### src/design/kvcs_pkg.sv
`timescale 1ns / 1ps

package kvcs_pkg;

  localparam int unsigned Q16_ONE   = 65536;
  localparam int unsigned VEL_MAX   = 16777216;
  localparam int unsigned KNOB_DIV  = 4095;
  localparam int unsigned KNOB_RND  = 2047;
  localparam int unsigned DIV_STEPS = 17;
  localparam int unsigned DIV_CW    = $clog2(DIV_STEPS);

  // configuration register indexes
  localparam logic [2:0] REG_CENTER   = 3'd0;
  localparam logic [2:0] REG_DEADBAND = 3'd1;
  localparam logic [2:0] REG_ALPHA    = 3'd2;
  localparam logic [2:0] REG_VMAX     = 3'd3;
  localparam logic [2:0] REG_THRESH   = 3'd4;
  localparam logic [2:0] REG_STEP     = 3'd5;
  localparam logic [2:0] REG_INVERT   = 3'd6;

  // knob classification
  localparam logic [1:0] KIND_ZERO = 2'd0;
  localparam logic [1:0] KIND_POS  = 2'd1;
  localparam logic [1:0] KIND_NEG  = 2'd2;

  typedef struct packed {
    logic [16:0] center;
    logic [16:0] deadband;
    logic [16:0] alpha;
    logic [24:0] vmax;
    logic [24:0] thresh;
    logic [24:0] step;
    logic        invert;
  } cfg_t;

  typedef struct packed {
    logic [1:0]  kind;
    logic [16:0] num;
    logic [16:0] den;
  } q_entry_t;

endpackage

### src/design/kvcs_front.sv
`timescale 1ns / 1ps

module kvcs_front (
  input  logic              clk,
  input  logic              rst_n,
  input  kvcs_pkg::cfg_t    cfg,
  input  logic              in_valid,
  output logic              in_ready,
  input  logic [11:0]       sample,
  input  logic              q_full,
  output logic              q_push,
  output kvcs_pkg::q_entry_t q_entry
);

  logic        norm_vld_r;
  logic [16:0] norm_r;
  logic [16:0] norm_nxt;

  logic [27:0] x;
  logic [28:0] y;
  logic [16:0] q_est;
  logic [28:0] rem;

  // x / 4095 estimated as (x + x/4096) / 4096, which is at most one short
  always_comb begin
    x        = {sample, 16'b0} + 28'(kvcs_pkg::KNOB_RND);
    y        = {1'b0, x} + {13'b0, x[27:12]};
    q_est    = y[28:12];
    rem      = {1'b0, x} - 29'(q_est * 29'(kvcs_pkg::KNOB_DIV));
    norm_nxt = (rem >= 29'(kvcs_pkg::KNOB_DIV)) ? q_est + 17'd1 : q_est;
  end

  assign in_ready = !norm_vld_r;
  assign q_push   = norm_vld_r && !q_full;

  always_ff @(posedge clk) begin
    if (!rst_n) begin
      norm_vld_r <= 1'b0;
    end else if (in_valid && in_ready) begin
      norm_vld_r <= 1'b1;
    end else if (q_push) begin
      norm_vld_r <= 1'b0;
    end
  end

  always_ff @(posedge clk) begin
    if (in_valid && in_ready) begin
      norm_r <= norm_nxt;
    end
  end

  logic [17:0]        pos;
  logic signed [17:0] neg;

  always_comb begin
    pos = {1'b0, cfg.center} + {1'b0, cfg.deadband};
    neg = $signed({1'b0, cfg.center}) - $signed({1'b0, cfg.deadband});
    q_entry.kind = kvcs_pkg::KIND_ZERO;
    q_entry.num  = '0;
    q_entry.den  = 17'd1;
    if ({1'b0, norm_r} > pos) begin
      q_entry.kind = kvcs_pkg::KIND_POS;
      q_entry.num  = norm_r - pos[16:0];
      q_entry.den  = 17'(18'(kvcs_pkg::Q16_ONE) - pos);
    end else if ($signed({1'b0, norm_r}) < neg) begin
      q_entry.kind = kvcs_pkg::KIND_NEG;
      q_entry.num  = neg[16:0] - norm_r;
      q_entry.den  = neg[16:0];
    end
  end

endmodule

### src/design/kvcs_queue.sv
`timescale 1ns / 1ps

module kvcs_queue (
  input  logic               clk,
  input  logic               rst_n,
  input  logic               push,
  input  kvcs_pkg::q_entry_t push_entry,
  output logic               full,
  input  logic               pop,
  output logic               valid,
  output kvcs_pkg::q_entry_t head
);

  kvcs_pkg::q_entry_t slot_r [2];
  logic               wr_ptr_r;
  logic               rd_ptr_r;
  logic [1:0]         count_r;

  assign full  = (count_r == 2'd2);
  assign valid = (count_r != 2'd0);
  assign head  = slot_r[rd_ptr_r];

  always_ff @(posedge clk) begin
    if (!rst_n) begin
      wr_ptr_r <= 1'b0;
      rd_ptr_r <= 1'b0;
      count_r  <= 2'd0;
    end else begin
      if (push) begin
        wr_ptr_r <= !wr_ptr_r;
      end
      if (pop) begin
        rd_ptr_r <= !rd_ptr_r;
      end
      if (push && !pop) begin
        count_r <= count_r + 2'd1;
      end else if (pop && !push) begin
        count_r <= count_r - 2'd1;
      end
    end
  end

  always_ff @(posedge clk) begin
    if (push) begin
      slot_r[wr_ptr_r] <= push_entry;
    end
  end

endmodule

### src/design/kvcs_div.sv
`timescale 1ns / 1ps

// Restoring divider: quot = floor(num * 65536 / den), num <= den.
module kvcs_div (
  input  logic        clk,
  input  logic        rst_n,
  input  logic        start,
  input  logic [16:0] num,
  input  logic [16:0] den,
  output logic        done,
  output logic [16:0] quot
);

  localparam logic [kvcs_pkg::DIV_CW-1:0] LAST = kvcs_pkg::DIV_CW'(kvcs_pkg::DIV_STEPS - 1);

  logic                       busy_r;
  logic                       done_r;
  logic [kvcs_pkg::DIV_CW-1:0] cnt_r;
  logic [16:0]                rem_r;
  logic [16:0]                den_r;
  logic [16:0]                quot_r;

  logic [17:0] trial;
  logic        ge;
  logic [16:0] rem_nxt;

  // first step compares the plain numerator, later steps shift in a zero
  always_comb begin
    trial   = (cnt_r == '0) ? {1'b0, rem_r} : {rem_r, 1'b0};
    ge      = (trial >= {1'b0, den_r});
    rem_nxt = ge ? 17'(trial - {1'b0, den_r}) : trial[16:0];
  end

  assign done = done_r;
  assign quot = quot_r;

  always_ff @(posedge clk) begin
    if (!rst_n) begin
      busy_r <= 1'b0;
      done_r <= 1'b0;
      cnt_r  <= '0;
    end else begin
      done_r <= 1'b0;
      if (start) begin
        busy_r <= 1'b1;
        cnt_r  <= '0;
      end else if (busy_r) begin
        cnt_r <= cnt_r + 1'b1;
        if (cnt_r == LAST) begin
          busy_r <= 1'b0;
          done_r <= 1'b1;
        end
      end
    end
  end

  always_ff @(posedge clk) begin
    if (start) begin
      rem_r <= num;
      den_r <= den;
    end else if (busy_r) begin
      rem_r  <= rem_nxt;
      quot_r <= {quot_r[15:0], ge};
    end
  end

endmodule

### src/design/kvcs_back.sv
`timescale 1ns / 1ps

module kvcs_back (
  input  logic               clk,
  input  logic               rst_n,
  input  kvcs_pkg::cfg_t     cfg,
  input  logic               q_valid,
  input  kvcs_pkg::q_entry_t q_head,
  output logic               q_pop,
  output logic               out_valid,
  input  logic               out_ready,
  output logic [25:0]        out_velocity,
  output logic               out_enable,
  output logic [17:0]        out_filtered
);

  localparam logic [2:0] ST_IDLE = 3'd0;
  localparam logic [2:0] ST_DIV  = 3'd1;
  localparam logic [2:0] ST_CMD  = 3'd2;
  localparam logic [2:0] ST_MUL1 = 3'd3;
  localparam logic [2:0] ST_FILT = 3'd4;
  localparam logic [2:0] ST_MUL2 = 3'd5;
  localparam logic [2:0] ST_VEL  = 3'd6;
  localparam logic [2:0] ST_SLEW = 3'd7;

  logic [2:0]         state_r, state_nxt;
  logic [1:0]         kind_r;
  logic signed [17:0] cmd_r;
  logic signed [17:0] s_r;
  logic               seeded_r;
  logic signed [36:0] prod1_r;
  logic signed [43:0] prod2_r;
  logic signed [25:0] vel_r;
  logic signed [25:0] tgt_r;
  logic               out_valid_r;
  logic [25:0]        out_vel_r;
  logic               out_en_r;
  logic [17:0]        out_filt_r;

  logic               div_start;
  logic               div_done;
  logic [16:0]        div_quot;

  kvcs_div u_div (
    .clk   (clk),
    .rst_n (rst_n),
    .start (div_start),
    .num   (q_head.num),
    .den   (q_head.den),
    .done  (div_done),
    .quot  (div_quot)
  );

  logic               out_free;
  logic               negate;
  logic [17:0]        cmd_mag;
  logic signed [17:0] cmd_nxt;
  logic signed [18:0] diff;
  logic signed [36:0] prod1_nxt;
  logic signed [36:0] rnd1;
  logic signed [20:0] s_sum;
  logic signed [43:0] prod2_nxt;
  logic signed [43:0] rnd2;
  logic [25:0]        mag;
  logic               below;
  logic signed [26:0] delta;
  logic signed [26:0] step_s;
  logic signed [26:0] delta_c;
  logic signed [26:0] tgt_sum;
  logic signed [25:0] tgt_nxt;

  assign out_free  = !out_valid_r || out_ready;
  assign q_pop     = (state_r == ST_IDLE) && q_valid;
  assign div_start = q_pop && (q_head.kind != kvcs_pkg::KIND_ZERO);

  always_comb begin
    negate    = (kind_r == kvcs_pkg::KIND_NEG) ^ cfg.invert;
    cmd_mag   = (kind_r == kvcs_pkg::KIND_ZERO) ? 18'd0 : {1'b0, div_quot};
    cmd_nxt   = negate ? -$signed(cmd_mag) : $signed(cmd_mag);
    diff      = $signed({cmd_r[17], cmd_r}) - $signed({s_r[17], s_r});
    prod1_nxt = diff * $signed({1'b0, cfg.alpha});
    rnd1      = prod1_r + 37'sd32768;
    s_sum     = $signed({{3{s_r[17]}}, s_r}) + $signed(rnd1[36:16]);
    prod2_nxt = s_r * $signed({1'b0, cfg.vmax});
    rnd2      = prod2_r + 44'sd32768;
    mag       = vel_r[25] ? 26'(-vel_r) : vel_r;
    below     = (mag < {1'b0, cfg.thresh});
    delta     = $signed({vel_r[25], vel_r}) - $signed({tgt_r[25], tgt_r});
    step_s    = $signed({2'b0, cfg.step});
    // clamp the target change to +/- step
    if (delta > step_s) begin
      delta_c = step_s;
    end else if (delta < -step_s) begin
      delta_c = -step_s;
    end else begin
      delta_c = delta;
    end
    tgt_sum = $signed({tgt_r[25], tgt_r}) + delta_c;
    tgt_nxt = below ? 26'sd0 : tgt_sum[25:0];
  end

  always_comb begin
    state_nxt = state_r;
    case (state_r)
      ST_IDLE: begin
        if (q_valid) begin
          state_nxt = (q_head.kind == kvcs_pkg::KIND_ZERO) ? ST_CMD : ST_DIV;
        end
      end
      ST_DIV:  if (div_done) state_nxt = ST_CMD;
      ST_CMD:  state_nxt = ST_MUL1;
      ST_MUL1: state_nxt = ST_FILT;
      ST_FILT: state_nxt = ST_MUL2;
      ST_MUL2: state_nxt = ST_VEL;
      ST_VEL:  state_nxt = ST_SLEW;
      ST_SLEW: if (out_free) state_nxt = ST_IDLE;
      default: state_nxt = ST_IDLE;
    endcase
  end

  always_ff @(posedge clk) begin
    if (!rst_n) begin
      state_r     <= ST_IDLE;
      s_r         <= '0;
      seeded_r    <= 1'b0;
      tgt_r       <= '0;
      out_valid_r <= 1'b0;
    end else begin
      state_r <= state_nxt;
      if ((state_r == ST_SLEW) && out_free) begin
        out_valid_r <= 1'b1;
      end else if (out_valid_r && out_ready) begin
        out_valid_r <= 1'b0;
      end
      case (state_r)
        ST_CMD: begin
          // seed the filter with the first command
          if (!seeded_r) begin
            s_r      <= cmd_nxt;
            seeded_r <= 1'b1;
          end
        end
        ST_FILT: s_r <= s_sum[17:0];
        ST_SLEW: begin
          if (out_free) begin
            tgt_r <= tgt_nxt;
          end
        end
        default: ;
      endcase
    end
  end

  always_ff @(posedge clk) begin
    if (q_pop) begin
      kind_r <= q_head.kind;
    end
    if (state_r == ST_CMD) begin
      cmd_r <= cmd_nxt;
    end
    if (state_r == ST_MUL1) begin
      prod1_r <= prod1_nxt;
    end
    if (state_r == ST_MUL2) begin
      prod2_r <= prod2_nxt;
    end
    if (state_r == ST_VEL) begin
      vel_r <= rnd2[41:16];
    end
    if ((state_r == ST_SLEW) && out_free) begin
      out_vel_r  <= tgt_nxt;
      out_en_r   <= !below;
      out_filt_r <= s_r;
    end
  end

  assign out_valid    = out_valid_r;
  assign out_velocity = out_vel_r;
  assign out_enable   = out_en_r;
  assign out_filtered = out_filt_r;

endmodule

### src/design/knob_velocity_command_shaper_unit.sv
`timescale 1ns / 1ps

// Knob velocity command shaper.
// in_*  : one raw 12-bit knob reading per item (stream slave).
// out_* : one result per item (stream master): slewed velocity target,
//         smoothed knob command, and drive enable in out_tuser.
// cfg_* : register writes, one per cycle with cfg_we high; take effect at once
//         and are meant to be written while no item is in flight.
// Front: the reading is normalized in the accept cycle, registered, then classified
// against the dead zone and pushed into a two-entry queue.
// Back: a 17-step restoring divider forms the command, then the filter and
// velocity multiplies and the slew step run as states in turn.
// Inside the dead zone the divider is skipped. The back end works on one item
// at a time; the front and the queue keep taking readings while it is busy.
// Reset (synchronous, rst_n low) restores the register defaults, clears the
// filter and target state and marks the filter unseeded.
// A stalled receiver holds the result in the output register; the back end
// waits there, the queue fills, and in_tready drops once the front is full.

module knob_velocity_command_shaper_unit (
  input  logic        clk,
  input  logic        rst_n,
  input  logic        in_tvalid,
  output logic        in_tready,
  input  logic [15:0] in_tdata,   // [11:0] knob_sample
  output logic        out_tvalid,
  input  logic        out_tready,
  output logic [47:0] out_tdata,  // [25:0] velocity_target, [43:26] filtered_command
  output logic        out_tuser,  // [0] drive_enable
  input  logic        cfg_we,
  input  logic [2:0]  cfg_idx,
  input  logic [24:0] cfg_wdata
);

  kvcs_pkg::cfg_t     cfg_r;
  kvcs_pkg::q_entry_t push_entry;
  kvcs_pkg::q_entry_t q_head;
  logic               q_push;
  logic               q_full;
  logic               q_pop;
  logic               q_valid;
  logic [25:0]        out_velocity;
  logic [17:0]        out_filtered;
  logic [16:0]        wq16;
  logic [24:0]        wvel;

  // clamp fractions to 1.0 and velocities to full scale
  always_comb begin
    wq16 = (cfg_wdata[16:0] > 17'(kvcs_pkg::Q16_ONE)) ? 17'(kvcs_pkg::Q16_ONE)
                                                      : cfg_wdata[16:0];
    wvel = (cfg_wdata > 25'(kvcs_pkg::VEL_MAX)) ? 25'(kvcs_pkg::VEL_MAX) : cfg_wdata;
  end

  always_ff @(posedge clk) begin
    if (!rst_n) begin
      cfg_r.center   <= 17'd32768;
      cfg_r.deadband <= 17'd1966;
      cfg_r.alpha    <= 17'd1311;
      cfg_r.vmax     <= 25'd16384000;
      cfg_r.thresh   <= 25'd65536;
      cfg_r.step     <= 25'd2621;
      cfg_r.invert   <= 1'b0;
    end else if (cfg_we) begin
      case (cfg_idx)
        kvcs_pkg::REG_CENTER:   cfg_r.center   <= wq16;
        kvcs_pkg::REG_DEADBAND: cfg_r.deadband <= wq16;
        kvcs_pkg::REG_ALPHA:    cfg_r.alpha    <= wq16;
        kvcs_pkg::REG_VMAX:     cfg_r.vmax     <= wvel;
        kvcs_pkg::REG_THRESH:   cfg_r.thresh   <= wvel;
        kvcs_pkg::REG_STEP:     cfg_r.step     <= wvel;
        kvcs_pkg::REG_INVERT:   cfg_r.invert   <= cfg_wdata[0];
        default: ;
      endcase
    end
  end

  kvcs_front u_front (
    .clk      (clk),
    .rst_n    (rst_n),
    .cfg      (cfg_r),
    .in_valid (in_tvalid),
    .in_ready (in_tready),
    .sample   (in_tdata[11:0]),
    .q_full   (q_full),
    .q_push   (q_push),
    .q_entry  (push_entry)
  );

  kvcs_queue u_queue (
    .clk        (clk),
    .rst_n      (rst_n),
    .push       (q_push),
    .push_entry (push_entry),
    .full       (q_full),
    .pop        (q_pop),
    .valid      (q_valid),
    .head       (q_head)
  );

  kvcs_back u_back (
    .clk          (clk),
    .rst_n        (rst_n),
    .cfg          (cfg_r),
    .q_valid      (q_valid),
    .q_head       (q_head),
    .q_pop        (q_pop),
    .out_valid    (out_tvalid),
    .out_ready    (out_tready),
    .out_velocity (out_velocity),
    .out_enable   (out_tuser),
    .out_filtered (out_filtered)
  );

  assign out_tdata = {4'b0, out_filtered, out_velocity};

  a_no_push_full: assert property (@(posedge clk) disable iff (!rst_n)
    !(q_push && q_full))
    else $error("push into full queue");

  a_pop_valid: assert property (@(posedge clk) disable iff (!rst_n)
    q_pop |-> q_valid)
    else $error("pop from empty queue");

  a_disabled_zero: assert property (@(posedge clk) disable iff (!rst_n)
    (out_tvalid && !out_tuser) |-> (out_tdata[25:0] == 26'd0))
    else $error("disabled drive with nonzero target");

  a_filt_range: assert property (@(posedge clk) disable iff (!rst_n)
    out_tvalid |-> ($signed(out_tdata[43:26]) >= -18'sd65536 &&
                    $signed(out_tdata[43:26]) <= 18'sd65536))
    else $error("filtered command out of range");

endmodule

### config.mk
export PLATFORM = sky130hd
export DESIGN_NAME = knob_velocity_command_shaper_unit
export DESIGN_NICKNAME = d
export VERILOG_FILES = /design/src/design/kvcs_pkg.sv /design/src/design/kvcs_front.sv /design/src/design/kvcs_queue.sv /design/src/design/kvcs_div.sv /design/src/design/kvcs_back.sv /design/src/design/knob_velocity_command_shaper_unit.sv
export SDC_FILE = /design/constraint.sdc
export NUM_CORES = 2
export LEC_CHECK = 0
export BUFFER_PORTS_ARGS = -buffer_cell sky130_fd_sc_hd__buf_2
export CAP_MARGIN = 40
export CORE_MARGIN = 2
export CORE_UTILIZATION = 60
export CTS_CLUSTER_SIZE = 8
export DETAILED_ROUTE_END_ITERATION = 10
export GPL_TIMING_DRIVEN = 1
export PLACE_DENSITY_LB_ADDON = 0.08
export SLEW_MARGIN = 10
export SYNTH_ARGS = -nofsm -noshare
export SYNTH_HDL_FRONTEND = slang
export SYNTH_SLANG_ARGS = --single-unit
### constraint.sdc
create_clock -name clk -period 12.5 [get_ports clk]
set_input_delay 1.25 -clock clk [delete_from_list [all_inputs] [get_ports clk]]
set_output_delay 1.25 -clock clk [all_outputs]
set_load 0.1 [all_outputs]
Yosys cells after proc, flatten, opt, wreduce, memory -nomap -nowiden

Memories as Yosys holds them, arrays and structs flattened. A register that Yosys moved wholly into a read port is not among the register bits.
Index checks and enable logic that the tools add are counted.

Register bits: 423
Latch bits: 0
Memory bits (writable): 72
ROM bits: 0
Input port bits: 49
Output and inout bits: 51
Logic and storage cells: 168
Memories kept: 1

$add $sub $neg: 22
Multipliers: 3
Div/mod/pow operators: 0
Order comparisons: 9
Eq/ne operators: 20
Shift-type cells: 0
Mux-type cells: 36
Bitwise operators: 4
Reduce and logical (&&, ||, !) cells: 42

Memory list:

| name           | words | bits a word | rd ports | clocked after Yosys merged registers in | write ports | RTL line         | RTL |
|---|---|---|---|---|---|---|---|
| u_queue.slot_r | 2     | 36          | 1        | 1                                       | 1           | kvcs_queue.sv:14 | `kvcs_pkg::q_entry_t slot_r [2];` |

Operators by type and width:

| cell                     | count |
|---|---|
| $mux W26                 | 4 |
| $mux W17                 | 6 |
| $mux W36                 | 2 |
| $mux W18                 | 3 |
| $sub A17 B17 Y17         | 3 |
| $add A42 B17 Y42 const B | 1 |
| $mul A18 B26 Y42         | 1 |
| $pmux W18 S2             | 1 |
| $add A34 B17 Y34 const B | 1 |
| $mul A19 B18 Y34         | 1 |
| $add A28 B16 Y29         | 1 |
| $ge A29 B12 Y1 const B   | 1 |
| $mul A17 B12 Y29 const B | 1 |
| $sub A28 B29 Y29         | 1 |
| $add A28 B11 Y28 const B | 1 |
| $gt A27 B26 Y1           | 1 |
| $lt A27 B27 Y1           | 1 |
| $neg A25 Y27             | 1 |
| $sub A26 B26 Y27         | 1 |
| $add A26 B26 Y26         | 1 |
| $lt A26 B25 Y1           | 1 |
| $neg A26 Y26             | 1 |
| $gt A25 B25 Y1 const B   | 1 |
| $mux W25                 | 1 |
| 38 further kinds         | 99 |

Longest topological paths before layout

Depth in word-level cells: 7
Mapped depth: 39

Cells and area by module

A second synthesis with hierarchy kept.

Cells, all modules: 6,890
Area, all modules: 61,831.8 um2

Modules (own cells, without submodules):

| module                            | times used | cells an instance | area an instance (um2) |
|---|---|---|---|
| kvcs_back                         | 1          | 4,618             | 40,436.3 |
| kvcs_front                        | 1          | 1,298             | 10,640.2 |
| knob_velocity_command_shaper_unit | 1          | 503               | 4,521.8 |
| kvcs_div                          | 1          | 337               | 3,405.8 |
| kvcs_queue                        | 1          | 134               | 2,827.7 |

Least setup slack after synthesis

Ideal clock, no wire load.

Path type: in2reg
From: input port in_tdata[4]
To: register u_front.norm_r[15], data pin
Setup time: 262 ps
Data arrival time: 8,728 ps
Data required time: 12,238 ps
Setup slack: 3,510 ps
Cell stages on the path: 30
Path buffers: 3
Cell sequence: clkbuf_1 -> nor4_1 -> nor2_1 -> nand2_1 -> nor4_1 -> and4_1 -> clkbuf_1 -> nand4_1 -> nand2_1 -> inv_1 -> fa_1 -> inv_1 -> fa_1 -> fa_1 -> fa_1 -> inv_1 -> fa_1 -> inv_1 -> ha_1 -> nand3_1 -> or4b_2 -> a21oi_1 -> o21ai_0 -> a21o_1 -> mux2i_1 -> nor4bb_1 -> buf_2 -> nor3b_2 -> nand3_1 -> xnor2_1

Longest elaborated chain between the ends: 6
Elaborated cells on any way between the ends: 7
Classes of those cells: add/sub: 4; mul: 1; order compare: 1; mux: 1

RTL lines:

| element                  | RTL line                                | RTL |
|---|---|---|
| from (decl)              | knob_velocity_command_shaper_unit.sv:25 | `input logic [15:0] in_tdata,` |
| $add A28 B11 Y28 *       | kvcs_front.sv:26                        | `x = {sample, 16'b0} + 28'(kvcs_pkg::KNOB_RND);` |
| $add A28 B16 Y29         | kvcs_front.sv:27                        | `y = {1'b0, x} + {13'b0, x[27:12]};` |
| $mul A17 B12 Y29         | kvcs_front.sv:29                        | `rem = {1'b0, x} - 29'(q_est * 29'(kvcs_pkg::KNOB_DIV));` |
| $sub A28 B29 Y29         | kvcs_front.sv:29                        |  |
| $ge A29 B12 Y1           | kvcs_front.sv:30                        | `norm_nxt = (rem >= 29'(kvcs_pkg::KNOB_DIV)) ? q_est + 17'd1 : q_est;` |
| $mux W17 *               | kvcs_front.sv:30                        |  |
| via u_front.norm_nxt[15] | kvcs_front.sv:17                        | `logic [16:0] norm_nxt;` |
| to (signal assigned)     | kvcs_front.sv:48                        | `norm_r <= norm_nxt;` |
| to (decl)                | kvcs_front.sv:16                        | `logic [16:0] norm_r;` |

Mark *: on every way through the listed nets, which the timed path passes. The rest lies on a longest branch.
A chain may end at the register's enable or synchronous reset.

Worst setup path after layout

From: register u_back.s_r[8]
To: register u_back.prod1_r[33], data pin

Longest elaborated chain between the ends: 2

RTL lines:

| element                  | RTL line         | RTL |
|---|---|---|
| from (decl)              | kvcs_back.sv:29  | `logic signed [17:0] s_r;` |
| from (signal assigned)   | kvcs_back.sv:139 | `s_r <= cmd_nxt;` |
| from (signal assigned)   | kvcs_back.sv:143 | `ST_FILT: s_r <= s_sum[17:0];` |
| $sub A18 B18 Y19         | kvcs_back.sv:80  | `diff = $signed({cmd_r[17], cmd_r}) - $signed({s_r[17], s_r});` |
| $mul A19 B18 Y34         | kvcs_back.sv:81  | `prod1_nxt = diff * $signed({1'b0, cfg.alpha});` |
| via u_back.prod1_nxt[33] | kvcs_back.sv:59  | `logic signed [36:0] prod1_nxt;` |
| to (signal assigned)     | kvcs_back.sv:162 | `prod1_r <= prod1_nxt;` |
| to (decl)                | kvcs_back.sv:31  | `logic signed [36:0] prod1_r;` |

The timed path passes the listed nets, and every way through them passes these cells.

==> flow_summary.toml <==
[layout]
mostFrequentLayoutCell = "inv_1"
area_growth_pct = 6.83
final_cell_mix = "1,165 x inv_1, 811 x nand2_1, 795 x fa_1"
final_nets = 8102
drive_above_1_share_pct = 5.47
instances_no_fill = 8034

[synth]
synth_top_area_share_pct = 26.4
synth-seq-cells = 466
mappedNetlistArea_um2 = 60200
yosysTopAreaCell = "fa_1"
synth_edf_count = 277
synthFlopType = "edfxtp_1"
async_flop_share_pct = 0
synth.avg_cell_area_um2 = 8.99
synth_cell_type_count = 90
yosysWarnings = 0
synth_seq_area_share_pct = 20.1
synth_area_leaders = "fa_1 26%, edfxtp_1 14%, ha_1 12%"
synthCells = 6697

[timing]
skew_ns = 0.0297
tns_ns = 0
slew_headroom_pct = 34.7
period_share_pct = 78.1
setup_viol = 0
period_needed_ns = 9.76
slew_violations = 0
clock.fmax_mhz = 102
tightest_slew_ns = 0.964
finalHoldViolations = 0
rsz0062_at_grt = "no"

[detailed_routing]
firstDrtPassIters = 5
vias = 45667
drt-initial-drc-count = 3330
via_per_inst = 5.68
routed_wl_mm = 153
final_antenna_net_count = 0
drc = 0
routedWlPerCell_um = 19.1

[clocking]
hold_buffers = 0
cts_num_sinks = 466
cts-buffers-inserted = 70
ctsLongestPathBuffers = 3
postCtsSetupRepairBufs = 0
clkLatencyLatePin_ns = 0.62
htree_levels = 3
cts_resized = 0
cts.reportedPaths.clkPinSlew_ns = 0.05
cts_tree = "done"
clockRootBuffer = "clkbuf_16"

[worst_setup_path]
cp.arrival_ns = 10.13
ff2ff_path_depth = 33
crit_required_ns = 12.86
crit_path_end_kind = "flip-flop"
startpoint_type = "flip-flop"
timing.rr.end = "u_back.prod1_r[33]"
critPathMaxStageDelay_ns = 0.93
path_max_fanout = 28
crit_type = "reg2reg"
slowest_stage = "dfxtp_2"
rr_startpoint = "u_back.s_r[8]"
regToRegSetupSlack_ns = 2.74

[floorplan]
initial_core_util_pct = 60.4
dieWidth_um = 321
die-area_um2 = 103000
fp.dieH_um = 321
fp-row-count = 116
io_pins = 100
core_um2 = 99700

[grt]
first_global_vias = 46190
antenna_found_initial = 11
grt_pass1_wl_mm = 248
grtUsageTotal_pct = 30.6
overflow = 0
grt_start_max_net_pins = 76

[hold_path]
worstHoldStart = "cfg_r[46]"
hold_path_class = "reg2reg"
worstHoldPathCells = 2
holdPathEnd = "cfg_r[46]"

[run_status]
status = "finished, final reports clean"

[placement]
dp.cells = 7909
io_buffers = 91
gp_congestion = 0.934
dp_hpwl_mm = 117

[flow_run]
maxCapViolCount = 0
## worst max-delay path: cells and delay by family, from the launching register on
kind                     cells  cell delay, ns
AO/OA/AOI/OAI               15            3.63
XOR/XNOR                     2            0.27
adder cells (fa/ha/maj)      8            3.82
buffers and inverters        7            0.72
flip-flops                   1            0.93
AND/OR/NAND/NOR              1            0.12
## logic make-up after synthesis
logic type                 count (synthesis)  share of synthesized area, %
muxes                                     76                          1.35
AOI/OAI and AO/OA                        978                          10.3
adders and majority gates               1369                          38.4
other                                      1                       0.00623
DFF                                      466                          20.1
xor gates and xnor gates                 341                          4.96
and+or+nand+nor                         2018                          15.8
buffers and inverters                   1448                          9.08
## metrics by stage
stage	worst slack [ns]	hold WS [ns]	instance area, um^2	utilization, %
2_1_floorplan	3.51	0.435	60200	-
3_3_place_gp	2.48	0.442	61900	62.0
3_5_place_dp	2.45	0.447	62200	62.4
4_1_cts	2.82	0.455	64300	64.4
5_1_grt	2.15	0.479	64300	64.5
6_report	2.74	0.454	64300	64.5
## worst max path at each step
| stage | slack [ns] | from | cells after the start | endpoint |
|---|---|---|---|---|
| floorplan | 3.51 | in_tdata[4] | 30 | u_front.norm_r[15] |
| global placement | 2.48 | in_tdata[3] | 30 | u_front.norm_r[15] |
| detailed placement | 2.45 | in_tdata[3] | 30 | u_front.norm_r[11] |
| CTS | 2.82 | u_back.s_r[1] | 31 | u_back.prod1_r[33] |
| global route | 2.15 | u_back.s_r[1] | 31 | u_back.prod1_r[33] |
| finish | 2.74 | u_back.s_r[8] | 33 | u_back.prod1_r[33] |
## per-layer routing
layer / up-vias / global-route usage (%) / share of wire [%]
met2: 1538 / 48.1 / 45
met5: - / 0 / 0.0085
li1: 21506 / - / -
met3: 234 / 4.49 / 8.0
met1: 22387 / 44.5 / 45
met4: 2 / 7.61 / 2.4
## sequential cells by signal, summed over array words and instances (netlist names), 2 cells and up, named ones only
| name | count |
|---|---|
| u_back.vel_r | 26 |
| u_back.s_r | 18 |
| u_back.prod2_r | 27 |
| u_back.out_velocity | 26 |
| u_back.u_div.quot | 17 |
| u_back.u_div.den_r | 17 |
| u_queue.slot_r | 72 |
| u_back.u_div.rem_r | 17 |
| u_back.out_filtered | 18 |
| u_back.prod1_r | 19 |
| u_back.cmd_r | 18 |
| u_queue.count_r | 2 |
| u_front.norm_r | 17 |
| u_back.tgt_r | 26 |
| cfg_r | 127 |
| u_back.u_div.cnt_r | 5 |
| u_back.state_r | 3 |
| u_back.kind_r | 2 |
## layout make-up
cell class	count	area [um^2]
Clock inverter	11	130
Sequential cell	466	12100
Fill cell	8407	35400
Timing Repair Buffer	192	1410
Antenna cell	7	17.5
Clock buffer	106	1890
Inverter	1168	4390
Tap cell	1298	1620
Multi-Input combinational cell	4786	42700
## synthesized netlist by cell type (9+ instances only)
cell	n
inv_1	1166
nand2_1	811
fa_1	795
ha_1	574
nor2_1	413
a21oi_1	330
edfxtp_1	277
and2_1	263
clkbuf_1	260
xnor2_1	234
dfxtp_1	189
o21ai_0	166
xor2_1	107
nor3_1	96
a21o_1	89
nor2b_1	85
nand3_1	81
nand2b_1	61
a211oi_1	54
o211ai_1	47
o21a_1	47
and3_1	42
nand4_1	42
mux2_2	41
mux2i_1	35
o31ai_1	31
o21bai_1	28
o22ai_1	28
a31oi_1	27
nor4_1	24
or3_1	22
a21boi_0	14
nor3b_1	14
a211o_1	13
and4_1	12
or4_1	12
o2111ai_1	11
o41ai_1	11
or2_2	11
o31a_1	9
Power is left out: the tool's default activity adds up to more than one toggle a clock period on the data nets, which glitch-free logic cannot reach.
